$ cat config.mk
export PLATFORM = sky130hd
export DESIGN_NAME = adc_ladder_button_decoder_top_flat
export DESIGN_NICKNAME = d
export VERILOG_FILES = /design/src/rtl/core/albd_pkg.sv /design/src/rtl/core/albd_if.sv /design/src/rtl/core/albd_cfg_regs.sv /design/src/rtl/core/albd_decode.sv /design/src/rtl/core/albd_track.sv /design/src/rtl/core/albd_out_skid.sv /design/src/rtl/core/adc_ladder_button_decoder_top.sv /design/src/flat_wrapper.sv
export SDC_FILE = /design/constraint.sdc
export NUM_CORES = 1
export LEC_CHECK = 0
export BUFFER_PORTS_ARGS = -buffer_cell sky130_fd_sc_hd__buf_2
export CORE_ASPECT_RATIO = 0.7
export CORE_UTILIZATION = 48
export DETAILED_ROUTE_END_ITERATION = 6
export GPL_ROUTABILITY_DRIVEN = 1
export PLACE_DENSITY = 0.66
export SETUP_SLACK_MARGIN = 0.15
export SYNTH_ARGS = -nofsm -noshare
export SYNTH_HDL_FRONTEND = slang
export SYNTH_HIERARCHICAL = 1
export SYNTH_SLANG_ARGS = --single-unit
$ cat constraint.sdc
create_clock -name clk -period 11.6 [get_ports clk]
set_clock_uncertainty 0.15 [all_clocks]
set_input_delay 2.32 -clock clk [delete_from_list [all_inputs] [get_ports clk]]
set_output_delay 2.32 -clock clk [all_outputs]
set_load 0.03 [all_outputs]
$ cat src/rtl/core/albd_pkg.sv
// Shared types, constants and range-table decode functions of the ladder button decoder.
package albd_pkg;

  // Fixed field widths.
  localparam int CFG_IDX_W  = 2;
  localparam int CFG_DATA_W = 10;
  localparam int SPR_W      = 5;
  localparam int THR_W      = 10;
  localparam int IDX_W      = 4;
  localparam int CODE_W     = 3;
  localparam int LUT_W      = 16;

  // Register reset values and the legal span of the sample count.
  localparam logic [SPR_W-1:0] SPR_RESET = 5'd5;
  localparam logic [THR_W-1:0] THR_RESET = 10'd8;
  localparam logic [SPR_W-1:0] SPR_MIN   = 5'd2;
  localparam logic [SPR_W-1:0] SPR_MAX   = 5'd16;

  // Configuration register indexes.
  typedef enum logic [CFG_IDX_W-1:0] {
    CFG_SAMPLES_PER_READ    = 2'd0,
    CFG_STABILITY_THRESHOLD = 2'd1
  } cfg_idx_t;

  // Channel selection.
  localparam logic CH_ACTION    = 1'b0;
  localparam logic CH_DIRECTION = 1'b1;

  typedef enum logic [CODE_W-1:0] {
    ACT_NONE     = 3'd0,
    ACT_START    = 3'd1,
    ACT_RED      = 3'd2,
    ACT_BLUE     = 3'd3,
    ACT_RED_BLUE = 3'd4
  } act_code_t;

  typedef enum logic [CODE_W-1:0] {
    DIR_NONE  = 3'd0,
    DIR_UP    = 3'd1,
    DIR_DOWN  = 3'd2,
    DIR_LEFT  = 3'd3,
    DIR_RIGHT = 3'd4
  } dir_code_t;

  // Configuration register contents.
  typedef struct packed {
    logic [SPR_W-1:0] samples_per_read;
    logic [THR_W-1:0] stability_threshold;
  } cfg_t;

  // One result beat.
  typedef struct packed {
    logic      next_channel;
    logic      done_res;
    logic      invalid;
    act_code_t action_button;
    dir_code_t direction_button;
  } res_t;

  typedef struct packed {
    logic [LUT_W-1:0] lo;
    logic [LUT_W-1:0] hi;
    act_code_t        code;
  } act_range_t;

  typedef struct packed {
    logic [LUT_W-1:0] lo;
    logic [LUT_W-1:0] hi;
    dir_code_t        code;
  } dir_range_t;

  localparam int TABLE_ENTRIES = 5;

  // Ranges are checked in order; the first one that matches wins.
  localparam act_range_t ACT_TABLE [TABLE_ENTRIES] = '{
    '{16'd0,   16'd50,   ACT_NONE},
    '{16'd801, 16'd1023, ACT_START},
    '{16'd600, 16'd720,  ACT_RED},
    '{16'd200, 16'd599,  ACT_BLUE},
    '{16'd721, 16'd800,  ACT_RED_BLUE}
  };

  localparam dir_range_t DIR_TABLE [TABLE_ENTRIES] = '{
    '{16'd950, 16'd1023, DIR_NONE},
    '{16'd581, 16'd750,  DIR_DOWN},
    '{16'd401, 16'd580,  DIR_RIGHT},
    '{16'd251, 16'd400,  DIR_UP},
    '{16'd100, 16'd250,  DIR_LEFT}
  };

  // First-match lookup: later entries are overridden by earlier ones.
  function automatic act_code_t decode_action(logic [LUT_W-1:0] v);
    act_code_t code;
    code = ACT_NONE;
    for (int i = TABLE_ENTRIES - 1; i >= 0; i--) begin
      if (v >= ACT_TABLE[i].lo && v <= ACT_TABLE[i].hi) begin
        code = ACT_TABLE[i].code;
      end
    end
    return code;
  endfunction

  function automatic dir_code_t decode_direction(logic [LUT_W-1:0] v);
    dir_code_t code;
    code = DIR_NONE;
    for (int i = TABLE_ENTRIES - 1; i >= 0; i--) begin
      if (v >= DIR_TABLE[i].lo && v <= DIR_TABLE[i].hi) begin
        code = DIR_TABLE[i].code;
      end
    end
    return code;
  endfunction

endpackage

$ cat src/rtl/core/albd_if.sv
// Valid/ready channel interfaces for samples, results and configuration writes.
interface albd_in_if #(
  parameter int SAMPLE_BITS = 10
);
  logic                   valid;
  logic                   ready;
  logic [SAMPLE_BITS-1:0] sample;

  modport source (output valid, output sample, input ready);
  modport sink   (input valid, input sample, output ready);
endinterface

interface albd_out_if;
  logic                                 valid;
  logic                                 ready;
  logic                                 next_channel;
  logic                                 done_res;
  logic                                 invalid;
  logic [albd_pkg::CODE_W-1:0]          action_button;
  logic [albd_pkg::CODE_W-1:0]          direction_button;

  modport source (output valid, output next_channel, output done_res, output invalid,
                  output action_button, output direction_button, input ready);
  modport sink   (input valid, input next_channel, input done_res, input invalid,
                  input action_button, input direction_button, output ready);
endinterface

interface albd_cfg_if;
  logic                            valid;
  logic                            ready;
  logic [albd_pkg::CFG_IDX_W-1:0]  index;
  logic [albd_pkg::CFG_DATA_W-1:0] data;

  modport source (output valid, output index, output data, input ready);
  modport sink   (input valid, input index, input data, output ready);
endinterface

$ cat src/rtl/core/albd_cfg_regs.sv
// Configuration registers: sample count per reading and stability threshold.
module albd_cfg_regs (
  input  logic            clk,
  input  logic            rst_n,
  albd_cfg_if.sink        cfg_ch,
  output albd_pkg::cfg_t  cfg
);

  albd_pkg::cfg_t cfg_r;
  albd_pkg::cfg_t cfg_nxt;

  // Writes are always taken; an unknown index is dropped.
  assign cfg_ch.ready = 1'b1;

  always_comb begin
    cfg_nxt = cfg_r;
    if (cfg_ch.valid) begin
      case (cfg_ch.index)
        albd_pkg::CFG_SAMPLES_PER_READ: begin
          cfg_nxt.samples_per_read = cfg_ch.data[albd_pkg::SPR_W-1:0];
        end
        albd_pkg::CFG_STABILITY_THRESHOLD: begin
          cfg_nxt.stability_threshold = cfg_ch.data[albd_pkg::THR_W-1:0];
        end
        default: begin
          cfg_nxt = cfg_r;
        end
      endcase
    end
  end

  always_ff @(posedge clk) begin
    if (!rst_n) begin
      cfg_r.samples_per_read    <= albd_pkg::SPR_RESET;
      cfg_r.stability_threshold <= albd_pkg::THR_RESET;
    end else begin
      cfg_r <= cfg_nxt;
    end
  end

  assign cfg = cfg_r;

endmodule

$ cat src/rtl/core/albd_decode.sv
// Range-table decode of an averaged ladder voltage into action and direction codes.
module albd_decode #(
  parameter int SAMPLE_BITS = 10
) (
  input  logic [SAMPLE_BITS-1:0] value,
  output albd_pkg::act_code_t    action,
  output albd_pkg::dir_code_t    direction
);

  logic [albd_pkg::LUT_W-1:0] value_ext;

  // Widen to the table width so the bounds compare without loss.
  assign value_ext = albd_pkg::LUT_W'(value);
  assign action    = albd_pkg::decode_action(value_ext);
  assign direction = albd_pkg::decode_direction(value_ext);

endmodule

$ cat src/rtl/core/albd_track.sv
// Input register, running-average stability check and channel sequencing.
module albd_track #(
  parameter int SAMPLE_BITS = 10
) (
  input  logic           clk,
  input  logic           rst_n,
  albd_in_if.sink        in_ch,
  input  albd_pkg::cfg_t cfg,
  output logic           res_valid,
  input  logic           res_ready,
  output albd_pkg::res_t res
);

  // Input register.
  logic                   s1_valid_r;
  logic [SAMPLE_BITS-1:0] s1_sample_r;
  logic                   s1_fire;
  logic                   in_fire;

  // Reading state.
  logic                           phase_r;
  logic                           phase_nxt;
  logic [albd_pkg::IDX_W-1:0]     idx_r;
  logic [albd_pkg::IDX_W-1:0]     idx_nxt;
  logic [SAMPLE_BITS-1:0]         avg_r;
  logic [SAMPLE_BITS-1:0]         avg_nxt;
  albd_pkg::act_code_t            held_r;
  albd_pkg::act_code_t            held_nxt;

  // Datapath intermediates.
  logic [albd_pkg::SPR_W-1:0] n_sat;
  logic [albd_pkg::SPR_W-1:0] idx_inc;
  logic                       last;
  logic [SAMPLE_BITS-1:0]     diff;
  logic [SAMPLE_BITS:0]       sum;
  logic [SAMPLE_BITS-1:0]     avg_upd;
  logic                       unstable;
  albd_pkg::act_code_t        act_dec;
  albd_pkg::dir_code_t        dir_dec;

  assign s1_fire     = s1_valid_r && res_ready;
  assign in_ch.ready = !s1_valid_r || res_ready;
  assign in_fire     = in_ch.valid && in_ch.ready;

  always_ff @(posedge clk) begin
    if (!rst_n) begin
      s1_valid_r <= 1'b0;
    end else if (in_ch.ready) begin
      s1_valid_r <= in_ch.valid;
    end
  end

  always_ff @(posedge clk) begin
    if (in_fire) begin
      s1_sample_r <= in_ch.sample;
    end
  end

  // Sample count clamped to its legal span; the reading ends on its last sample.
  always_comb begin
    if (cfg.samples_per_read < albd_pkg::SPR_MIN) begin
      n_sat = albd_pkg::SPR_MIN;
    end else if (cfg.samples_per_read > albd_pkg::SPR_MAX) begin
      n_sat = albd_pkg::SPR_MAX;
    end else begin
      n_sat = cfg.samples_per_read;
    end
  end

  assign idx_inc = {1'b0, idx_r} + albd_pkg::SPR_W'(1);
  assign last    = idx_inc >= n_sat;

  // Distance from the average and the averaged update.
  assign diff     = (s1_sample_r > avg_r) ? (s1_sample_r - avg_r) : (avg_r - s1_sample_r);
  assign unstable = (idx_r != '0) && (diff > SAMPLE_BITS'(cfg.stability_threshold));
  assign sum      = {1'b0, s1_sample_r} + {1'b0, avg_r};
  assign avg_upd  = (idx_r == '0) ? s1_sample_r : sum[SAMPLE_BITS:1];

  albd_decode #(
    .SAMPLE_BITS(SAMPLE_BITS)
  ) u_decode (
    .value    (avg_upd),
    .action   (act_dec),
    .direction(dir_dec)
  );

  // Next state and the result of the current sample.
  always_comb begin
    phase_nxt            = phase_r;
    idx_nxt              = idx_r;
    avg_nxt              = unstable ? avg_r : avg_upd;
    held_nxt             = held_r;
    res.done_res         = 1'b0;
    res.invalid          = 1'b0;
    res.action_button    = albd_pkg::ACT_NONE;
    res.direction_button = albd_pkg::DIR_NONE;
    if (unstable) begin
      phase_nxt    = albd_pkg::CH_ACTION;
      idx_nxt      = '0;
      held_nxt     = albd_pkg::ACT_NONE;
      res.done_res = 1'b1;
      res.invalid  = 1'b1;
    end else if (last) begin
      idx_nxt = '0;
      if (phase_r == albd_pkg::CH_ACTION) begin
        if (act_dec == albd_pkg::ACT_START) begin
          res.done_res      = 1'b1;
          res.action_button = albd_pkg::ACT_START;
          held_nxt          = albd_pkg::ACT_NONE;
        end else begin
          held_nxt  = act_dec;
          phase_nxt = albd_pkg::CH_DIRECTION;
        end
      end else begin
        res.done_res         = 1'b1;
        res.action_button    = held_r;
        res.direction_button = dir_dec;
        phase_nxt            = albd_pkg::CH_ACTION;
        held_nxt             = albd_pkg::ACT_NONE;
      end
    end else begin
      idx_nxt = idx_r + albd_pkg::IDX_W'(1);
    end
    res.next_channel = phase_nxt;
  end

  always_ff @(posedge clk) begin
    if (!rst_n) begin
      phase_r <= albd_pkg::CH_ACTION;
      idx_r   <= '0;
      avg_r   <= '0;
      held_r  <= albd_pkg::ACT_NONE;
    end else if (s1_fire) begin
      phase_r <= phase_nxt;
      idx_r   <= idx_nxt;
      avg_r   <= avg_nxt;
      held_r  <= held_nxt;
    end
  end

  assign res_valid = s1_valid_r;

endmodule

$ cat src/rtl/core/albd_out_skid.sv
// Result register with a skid stage that takes a beat under back-pressure before the tracker is held.
module albd_out_skid (
  input  logic           clk,
  input  logic           rst_n,
  input  logic           up_valid,
  output logic           up_ready,
  input  albd_pkg::res_t up_data,
  albd_out_if.source     out_ch
);

  logic           out_valid_r;
  albd_pkg::res_t out_data_r;
  logic           skid_valid_r;
  albd_pkg::res_t skid_data_r;
  logic           pop;
  logic           push;

  assign up_ready = !skid_valid_r;
  assign pop      = out_valid_r && out_ch.ready;
  assign push     = up_valid && up_ready;

  // Control: refill from the skid first, otherwise from the incoming beat.
  always_ff @(posedge clk) begin
    if (!rst_n) begin
      out_valid_r  <= 1'b0;
      skid_valid_r <= 1'b0;
    end else if (!out_valid_r || pop) begin
      if (skid_valid_r) begin
        out_valid_r  <= 1'b1;
        skid_valid_r <= 1'b0;
      end else begin
        out_valid_r <= push;
      end
    end else if (push) begin
      skid_valid_r <= 1'b1;
    end
  end

  // Payload.
  always_ff @(posedge clk) begin
    if (!out_valid_r || pop) begin
      if (skid_valid_r) begin
        out_data_r <= skid_data_r;
      end else if (push) begin
        out_data_r <= up_data;
      end
    end else if (push) begin
      skid_data_r <= up_data;
    end
  end

  assign out_ch.valid            = out_valid_r;
  assign out_ch.next_channel     = out_data_r.next_channel;
  assign out_ch.done_res         = out_data_r.done_res;
  assign out_ch.invalid          = out_data_r.invalid;
  assign out_ch.action_button    = out_data_r.action_button;
  assign out_ch.direction_button = out_data_r.direction_button;

endmodule

$ cat src/rtl/core/adc_ladder_button_decoder_top.sv
// Top level of the resistor-ladder keypad decoder.
// Each input beat is one ADC sample of the channel named by the previous result's
// next_channel, and every sample gives exactly one result beat. A verdict reads the
// action ladder and then the direction ladder, each over samples_per_read samples
// (clamped to 2..16), keeping a running average; a sample after the first of a reading
// that lies farther than stability_threshold from the average ends the verdict at once as
// invalid, and a START press skips the direction reading. The block takes one sample
// per clock cycle while the result side accepts; a result is held in the input register
// and then in the result register, with the compare, add-shift and range-table decode
// in the single logic stage between them. A skid register ahead of the result register
// takes a beat while the result register is held; the tracker is held once it is full.
module adc_ladder_button_decoder_top #(
  parameter int SAMPLE_BITS = 10
) (
  input  logic       clk,
  input  logic       rst_n,
  albd_in_if.sink    in_ch,
  albd_out_if.source out_ch,
  albd_cfg_if.sink   cfg_ch
);

  albd_pkg::cfg_t cfg;
  albd_pkg::res_t res;
  logic           res_valid;
  logic           res_ready;

  // Configuration registers.
  albd_cfg_regs u_cfg (
    .clk   (clk),
    .rst_n (rst_n),
    .cfg_ch(cfg_ch),
    .cfg   (cfg)
  );

  // Sample tracking and decode.
  albd_track #(
    .SAMPLE_BITS(SAMPLE_BITS)
  ) u_track (
    .clk      (clk),
    .rst_n    (rst_n),
    .in_ch    (in_ch),
    .cfg      (cfg),
    .res_valid(res_valid),
    .res_ready(res_ready),
    .res      (res)
  );

  // Result register and skid stage.
  albd_out_skid u_out (
    .clk     (clk),
    .rst_n   (rst_n),
    .up_valid(res_valid),
    .up_ready(res_ready),
    .up_data (res),
    .out_ch  (out_ch)
  );

endmodule
$ cat src/flat_wrapper.sv
// flat-port wrapper written by rule: the top's interface ports become plain ports
module adc_ladder_button_decoder_top_flat 
#(
  parameter int SAMPLE_BITS = 10
)
  (clk, rst_n, in_ch_valid, in_ch_sample, in_ch_ready, out_ch_valid, out_ch_next_channel, out_ch_done_res, out_ch_invalid, out_ch_action_button, out_ch_direction_button, out_ch_ready, cfg_ch_valid, cfg_ch_index, cfg_ch_data, cfg_ch_ready);
  albd_in_if #(.SAMPLE_BITS(SAMPLE_BITS)) in_ch_i ();
  albd_out_if out_ch_i ();
  albd_cfg_if cfg_ch_i ();
  input  logic clk;
  input  logic rst_n;
  input wire logic [$bits(in_ch_i.valid)-1:0] in_ch_valid;
  input wire logic [$bits(in_ch_i.sample)-1:0] in_ch_sample;
  output wire logic [$bits(in_ch_i.ready)-1:0] in_ch_ready;
  output wire logic [$bits(out_ch_i.valid)-1:0] out_ch_valid;
  output wire logic [$bits(out_ch_i.next_channel)-1:0] out_ch_next_channel;
  output wire logic [$bits(out_ch_i.done_res)-1:0] out_ch_done_res;
  output wire logic [$bits(out_ch_i.invalid)-1:0] out_ch_invalid;
  output wire logic [$bits(out_ch_i.action_button)-1:0] out_ch_action_button;
  output wire logic [$bits(out_ch_i.direction_button)-1:0] out_ch_direction_button;
  input wire logic [$bits(out_ch_i.ready)-1:0] out_ch_ready;
  input wire logic [$bits(cfg_ch_i.valid)-1:0] cfg_ch_valid;
  input wire logic [$bits(cfg_ch_i.index)-1:0] cfg_ch_index;
  input wire logic [$bits(cfg_ch_i.data)-1:0] cfg_ch_data;
  output wire logic [$bits(cfg_ch_i.ready)-1:0] cfg_ch_ready;
  assign in_ch_i.valid = in_ch_valid;
  assign in_ch_i.sample = in_ch_sample;
  assign in_ch_ready = in_ch_i.ready;
  assign out_ch_valid = out_ch_i.valid;
  assign out_ch_next_channel = out_ch_i.next_channel;
  assign out_ch_done_res = out_ch_i.done_res;
  assign out_ch_invalid = out_ch_i.invalid;
  assign out_ch_action_button = out_ch_i.action_button;
  assign out_ch_direction_button = out_ch_i.direction_button;
  assign out_ch_i.ready = out_ch_ready;
  assign cfg_ch_i.valid = cfg_ch_valid;
  assign cfg_ch_i.index = cfg_ch_index;
  assign cfg_ch_i.data = cfg_ch_data;
  assign cfg_ch_ready = cfg_ch_i.ready;
  adc_ladder_button_decoder_top #(.SAMPLE_BITS(SAMPLE_BITS)) u_core (.clk(clk), .rst_n(rst_n), .in_ch(in_ch_i), .out_ch(out_ch_i), .cfg_ch(cfg_ch_i));
endmodule
==> reports/metrics.cfg, run 1 <==
[yosys]
synth_warnings=6
synth_edf_count=28
async_flop_share=0
synth-seq-area-share=0.325
synth_most_common_cell=nand2_1
ys_seq_elements=64
synth_area_leader_cell=edfxtp_1
yosysUniqueCellTypes=77
netlist_top_cells_area=edfxtp_1, dfxtp_1, ha_1
synth_top_cell_area_share=0.175
syn_nets=610
netlist_instances=534
synthTopCellsByCount=nand2_1, inv_1, ha_1
synth.avg_cell_area_sq_um=9.00
syn_area_sq_mm=0.00481
synthFlopType=dfxtp_1

[final_layout]
fillers=894
areaGrowthSynthToFinish_pct=10.4
drive_gt1_frac=0.154
utilization=0.546
layout.nets=631
num_antenna_cells=0

[route]
wl_per_cell_microns=16.8
drc=0
wl_microns=11500
first_pass_iters=4
vias_per_cell=5.79
drt_iter0_drc=301
vias=3982
postRouteAntennaNets=0

[clock_network]
cts_setup_buffers=0
clk_path_buf_depth=2
postCtsHoldBufs=0
h-tree-depth=3
clk_latency_ns=0.34
root_buffer=clkbuf_16
path_clk_slew_ns=0.05
cts_made_buffers=9
clock-sinks=64
cts_resized=0
cts_tree=built

[critical_path]
path_cells=inv_1 -> ha_1 -> nand4_1 -> o311a_1 -> a21oi_1 -> mux2i_1 -> xnor2_1 -> ha_1 -> nand4_1 -> a211oi_1 -> a2111oi_2 -> or2_1 -> inv_4 -> nor2_2 -> and3_1 -> mux2_4
cp-end-kind=flop
required_ns=11.53
cp_max_fo=15
worst_path_max_delay_cell=a21oi_1
crit_type=reg -> reg
max_stage_delay_ns=0.87
start_kind=flop
cp.arrival_ns=5.42

[sta]
finalSetupViolations=0
tightest_slew_ns=1.10
finalCritPeriodShare=0.473
period_minus_slack_ns=5.49
setup_slack_ns=6.11
relSlewSlack=0.265
hold_viol=0
max_freq_mhz=182
drv_slew=0
fin_setup_tns_ns=0
holdWs_ns=0.305
rsz0062_at_grt=false

[place]
dp_slack_ns=6.20
numPortBuffers=37
hpwl_microns=8800
place.gp.congestion=0.881

[pwr]
power-per-cell-area_mw_per_mm2=147
irDropWorstVdd_v=0.0000677
power_uw=779
power_leakage_nw=2.25

[global_routing]
grtUsageTotal=0.232
grt_pass1_wl_microns=18500
grt_max_degree=44
overflow=0
antenna_found_initial=0
grt_pass1_vias=3637

[floorplan]
core_sq_mm=0.00972
num_rows=30
die_area_sq_mm=0.0104
ios=39
start_util=0.495
die_h_microns=85.7
dieWidth_microns=122

[min_path]
holdCritPathClass=reg -> reg

[run_status]
outcome=complete, no violations

[job]
drv_cap=0

==> worst max-delay path, delay by kind of cell, from the launching register on <==
family / cells / cell delay [ns]
AOI/OAI and AO/OA: 4 / 1.69
and+or+nand+nor: 5 / 1.12
adders and majority gates: 2 / 0.93
muxes: 2 / 0.58
DFF: 1 / 0.42
buffers and inverters: 2 / 0.23
xor gates and xnor gates: 1 / 0.12
==> flip-flops by register name, indices dropped and copies added (netlist names) <==
name and count:
u_core/u_cfg/cfg 15, u_core/u_track/avg_r 10, u_core/u_track/s1_sample_r 10, u_core/u_out/skid_data_r 9, u_core/u_track/idx_r 4, u_core/u_out/out_ch.action_button 3
u_core/u_out/out_ch.direction_button 3, u_core/u_track/held_r 3, u_core/u_out/out_ch.done_res 1, u_core/u_out/out_ch.invalid 1, u_core/u_out/out_ch.next_channel 1, u_core/u_out/out_ch.valid 1
u_core/u_out/skid_valid_r 1, u_core/u_track/phase_r 1, u_core/u_track/res_valid 1
==> cell type report <==
class,instances,area [sq um],area share
Multi-Input combinational cell,392,2880,0.543
Sequential cell,64,1560,0.294
Clock buffer,10,229,0.0431
Timing Repair Buffer,40,208,0.0391
Inverter,48,183,0.0344
Tap cell,128,160,0.0302
Clock inverter,6,83.8,0.0158
==> per-layer routing <==
layer,vias to the layer above,global-route usage,share of wire
met5,-,0,0
met1,1930,0.340,0.51
li1,1923,-,-
met4,0,0.0617,0.0072
met2,120,0.332,0.42
met3,9,0.0605,0.066
==> where the power goes <==
part	switching [mW]	internal [mW]	total, mW
combinational	0.142	0.0930	0.235
sequential	0.00961	0.248	0.257
clock	0.0990	0.187	0.286
total	0.251	0.528	0.779
==> layout by cell type, fill, tap and decap left out, types with 5 or more instances in the layout <==
cell type / count
a21o_1: 6
a21oi_1: 36
and2_1: 6
and3_1: 9
buf_2: 37
clkbuf_16: 9
dfxtp_1: 36
edfxtp_1: 28
ha_1: 46
inv_1: 47
mux2_4: 8
mux2i_1: 21
nand2_1: 54
nand2b_1: 14
nand3_1: 11
nand4_1: 9
nor2_1: 25
nor2b_1: 5
nor3_1: 5
nor3b_1: 5
o211ai_1: 5
o21ai_0: 21
o21ai_1: 5
o31ai_1: 5
xnor2_1: 10
xor2_1: 6
==> cell families (layout without fill, tap and decap cells) <==
family / Yosys count / count (layout) / synth area share
simple gates: 168 / 168 / 0.186
mux: 31 / 31 / 0.0734
fa+ha+maj: 49 / 49 / 0.132
xor+xnor: 16 / 16 / 0.0291
flops: 64 / 64 / 0.325
buf+inv: 78 / 104 / 0.0757
other cells: 1 / 1 / 0.000780
compound gates: 127 / 127 / 0.178
==> final timing paths <==
| kind | cells after the start | end | from | slack, ns |
|---|---|---|---|---|
| setup / recovery | 16 | u_core/u_out/out_ch.direction_button[2] | u_core/u_track/s1_sample_r[5] | 6.11 |
| hold / removal | 2 | u_core/u_track/held_r[0] | u_core/u_track/held_r[0] | 0.31 |
| setup reg to reg | 16 | u_core/u_out/out_ch.direction_button[2] | u_core/u_track/s1_sample_r[5] | 6.11 |
| hold reg to reg | 2 | u_core/u_track/held_r[0] | u_core/u_track/held_r[0] | 0.31 |
==> per-stage QoR <==
step,cell area [sq um],instances
finish,5310,688
global route,5310,688
CTS,5310,688
detailed placement,4990,672
global placement,4990,672
floorplan,4810,534
No activity file was read; power rests on OpenSTA's default activity.
==> run 2, diff against run 1 <==
==> constraint.sdc (replaced) <==
create_clock -name clk -period 5.6 [get_ports clk]
set_clock_uncertainty 0.15 [all_clocks]
set_input_delay 1.12 -clock clk [delete_from_list [all_inputs] [get_ports clk]]
set_output_delay 1.12 -clock clk [all_outputs]
set_load 0.03 [all_outputs]
==> reports/metrics.cfg, run 2 (same netlist as run 1, synthesis figures left out) <==
[run_status]
outcome=complete, no violations

[place]
numPortBuffers=37  ; unchanged
dp_slack_ns=0.727  ; -5.47 ns
place.gp.congestion=0.877  ; -0.43%
hpwl_microns=8580  ; -2.5%

[route]
drc=0  ; unchanged
wl_microns=11200  ; -2.7%
wl_per_cell_microns=16.3  ; -2.9%
vias_per_cell=5.70  ; -1.5%
drt_iter0_drc=339  ; +13%
postRouteAntennaNets=0  ; unchanged
vias=3933  ; -1.2%
first_pass_iters=5  ; +1

[sta]
period_minus_slack_ns=4.77  ; -0.723 ns
finalCritPeriodShare=0.851  ; +0.378
fin_setup_tns_ns=0  ; unchanged
rsz0062_at_grt=false
hold_viol=0  ; unchanged
max_freq_mhz=210  ; +15%
drv_slew=0  ; unchanged
relSlewSlack=0.292  ; +0.0276
finalSetupViolations=0  ; unchanged
setup_slack_ns=0.835  ; -5.28 ns
tightest_slew_ns=1.05  ; -0.0524 ns

[critical_path]
max_stage_delay_ns=0.46  ; -0.41 ns
crit_path_frequent_cell=a21oi_1
crit_buf_inv=1  ; -1
path_cells=inv_1 -> ha_1 -> nor2b_1 -> o311a_1 -> o21bai_1 -> a21boi_0 -> nor3b_1 -> a21oi_1 -> or3_4 -> o31ai_2 -> nand4_1 -> o31ai_1 -> nor2_1 -> a21oi_1 -> o21ai_0 -> mux2_4
critical_path.top_delay_family=compound AO/OA/AOI/OAI gates
reg2reg_slack_ns=0.83  ; -5.28 ns
rr_endpoint=u_core/u_out/out_ch.done_res
start_kind=flop
r2r-start=u_core/u_track/s1_sample_r[1]
required_ns=5.53  ; -6.00 ns
worst_path_max_delay_cell=edfxtp_1
cp.arrival_ns=4.70  ; -0.72 ns
cp-end-kind=flop
crit_type=reg -> reg
reg2reg_depth=16  ; unchanged
cp_max_fo=6  ; -9

[floorplan]
num_rows=30  ; unchanged
start_util=0.495  ; unchanged
core_sq_mm=0.00972  ; unchanged
die_area_sq_mm=0.0104  ; unchanged
ios=39  ; unchanged
die_h_microns=85.7  ; unchanged
dieWidth_microns=122  ; unchanged

[pwr]
p_seq_frac=0.339  ; +0.009
share_comb_of_total_power=0.314  ; +0.012
irDropWorstVdd_v=0.000155  ; +130%
power.share.switching=0.328  ; +0.00517
p_int_mw=1.06  ; +100%
power_mw=1.57  ; +100%
power_leakage_nw=2.25  ; +0.19%
switching_power_uw=515  ; +110%
power-per-cell-area_mw_per_mm2=296  ; +100%
p_clk_frac=0.348  ; -0.019

[min_path]
hold_end=u_core/u_cfg/cfg[7]
hold_depth=2  ; unchanged
worstHoldStart=u_core/u_cfg/cfg[7]
holdCritPathClass=reg -> reg

[global_routing]
antenna_found_initial=0  ; unchanged
grtUsageTotal=0.229  ; -0.00283
grt_pass1_vias=3600  ; -1.0%
grt_max_degree=44  ; unchanged
grt_pass1_wl_microns=18200  ; -1.6%
overflow=0  ; unchanged

[final_layout]
layout_commonest_cell=nand2_1
largest_reg_flops=15  ; unchanged
fillers=896  ; +0.22%
layout.nets=633  ; +0.32%
final_cell_mix=nand2_1, inv_1, ha_1, buf_2
num_antenna_cells=0  ; unchanged
areaGrowthSynthToFinish_pct=10.4  ; unchanged
drive_gt1_frac=0.158  ; +0.00479

[clock_network]
path_clk_slew_ns=0.05  ; about the same
clk_latency_ns=0.33  ; about the same
clock-sinks=64  ; unchanged
cts_tree=built
h-tree-depth=3  ; unchanged
root_buffer=clkbuf_16
postCtsHoldBufs=0  ; unchanged
clk_path_buf_depth=2  ; unchanged
cts_made_buffers=9  ; unchanged
cts_resized=0  ; unchanged
cts_setup_buffers=0  ; unchanged

[job]
drv_cap=0  ; unchanged

run 2: routing by layer:
metal / track usage / vias to the layer above / part of all wire
met4: 0.0629 / 0 / 0.0091
met3: 0.0605 / 12 / 0.057
li1: - / 1928 / -
met1: 0.336 / 1880 / 0.52
met2: 0.327 / 113 / 0.41
met5: 0 / - / 0
run 2: how the worst max path moves through the flow:
stage	startpoint	to	slack, ns	depth (start not counted)
after floorplan	u_core/u_track/s1_sample_r[6]	u_core/u_out/out_ch.action_button[1]	1.45	20
after global placement	u_core/u_track/s1_sample_r[5]	u_core/u_out/out_ch.direction_button[0]	0.94	17
after detailed placement	u_core/u_track/s1_sample_r[5]	u_core/u_out/out_ch.direction_button[2]	0.73	17
after CTS	u_core/u_track/s1_sample_r[5]	u_core/u_out/out_ch.direction_button[2]	0.72	17
after global routing	u_core/u_track/s1_sample_r[4]	u_core/u_out/out_ch.action_button[1]	0.36	17
final	u_core/u_track/s1_sample_r[1]	u_core/u_out/out_ch.done_res	0.83	16
run 2: area by class of cell:
class	count	area, sq um	area share
Clock buffer	14	284	0.0535
Clock inverter	2	11.3	0.00212
Inverter	48	183	0.0344
Multi-Input combinational cell	392	2890	0.544
Sequential cell	64	1560	0.294
Tap cell	128	160	0.0302
Timing Repair Buffer	42	223	0.0420
run 2: metrics by stage:
stage	hold slack, ns	util	instances	instance area, sq um
2_1_floorplan	0.279	-	534	4810
3_3_place_gp	0.290	0.515	674	5010
3_5_place_dp	0.300	0.515	674	5010
4_1_cts	0.307	0.546	690	5310
5_1_grt	0.326	0.546	690	5310
6_report	0.308	0.546	690	5310
run 2: tightest hold or removal path: cells and delay by family (launching register included):
family | cells | cell delay [ns]
flip-flops | 1 | 0.31
multiplexers | 1 | 0.05
AND/OR/NAND/NOR | 1 | 0.05
run 2: power groups by stage:
stage	combinational (mW)	clock (mW)	sequential [mW]
after floorplan	0.373	0	0.544
after global placement	0.467	0	0.541
after detailed placement	0.483	0	0.542
after CTS	0.486	0.556	0.532
after global routing	0.548	0.578	0.535
final	0.493	0.547	0.532
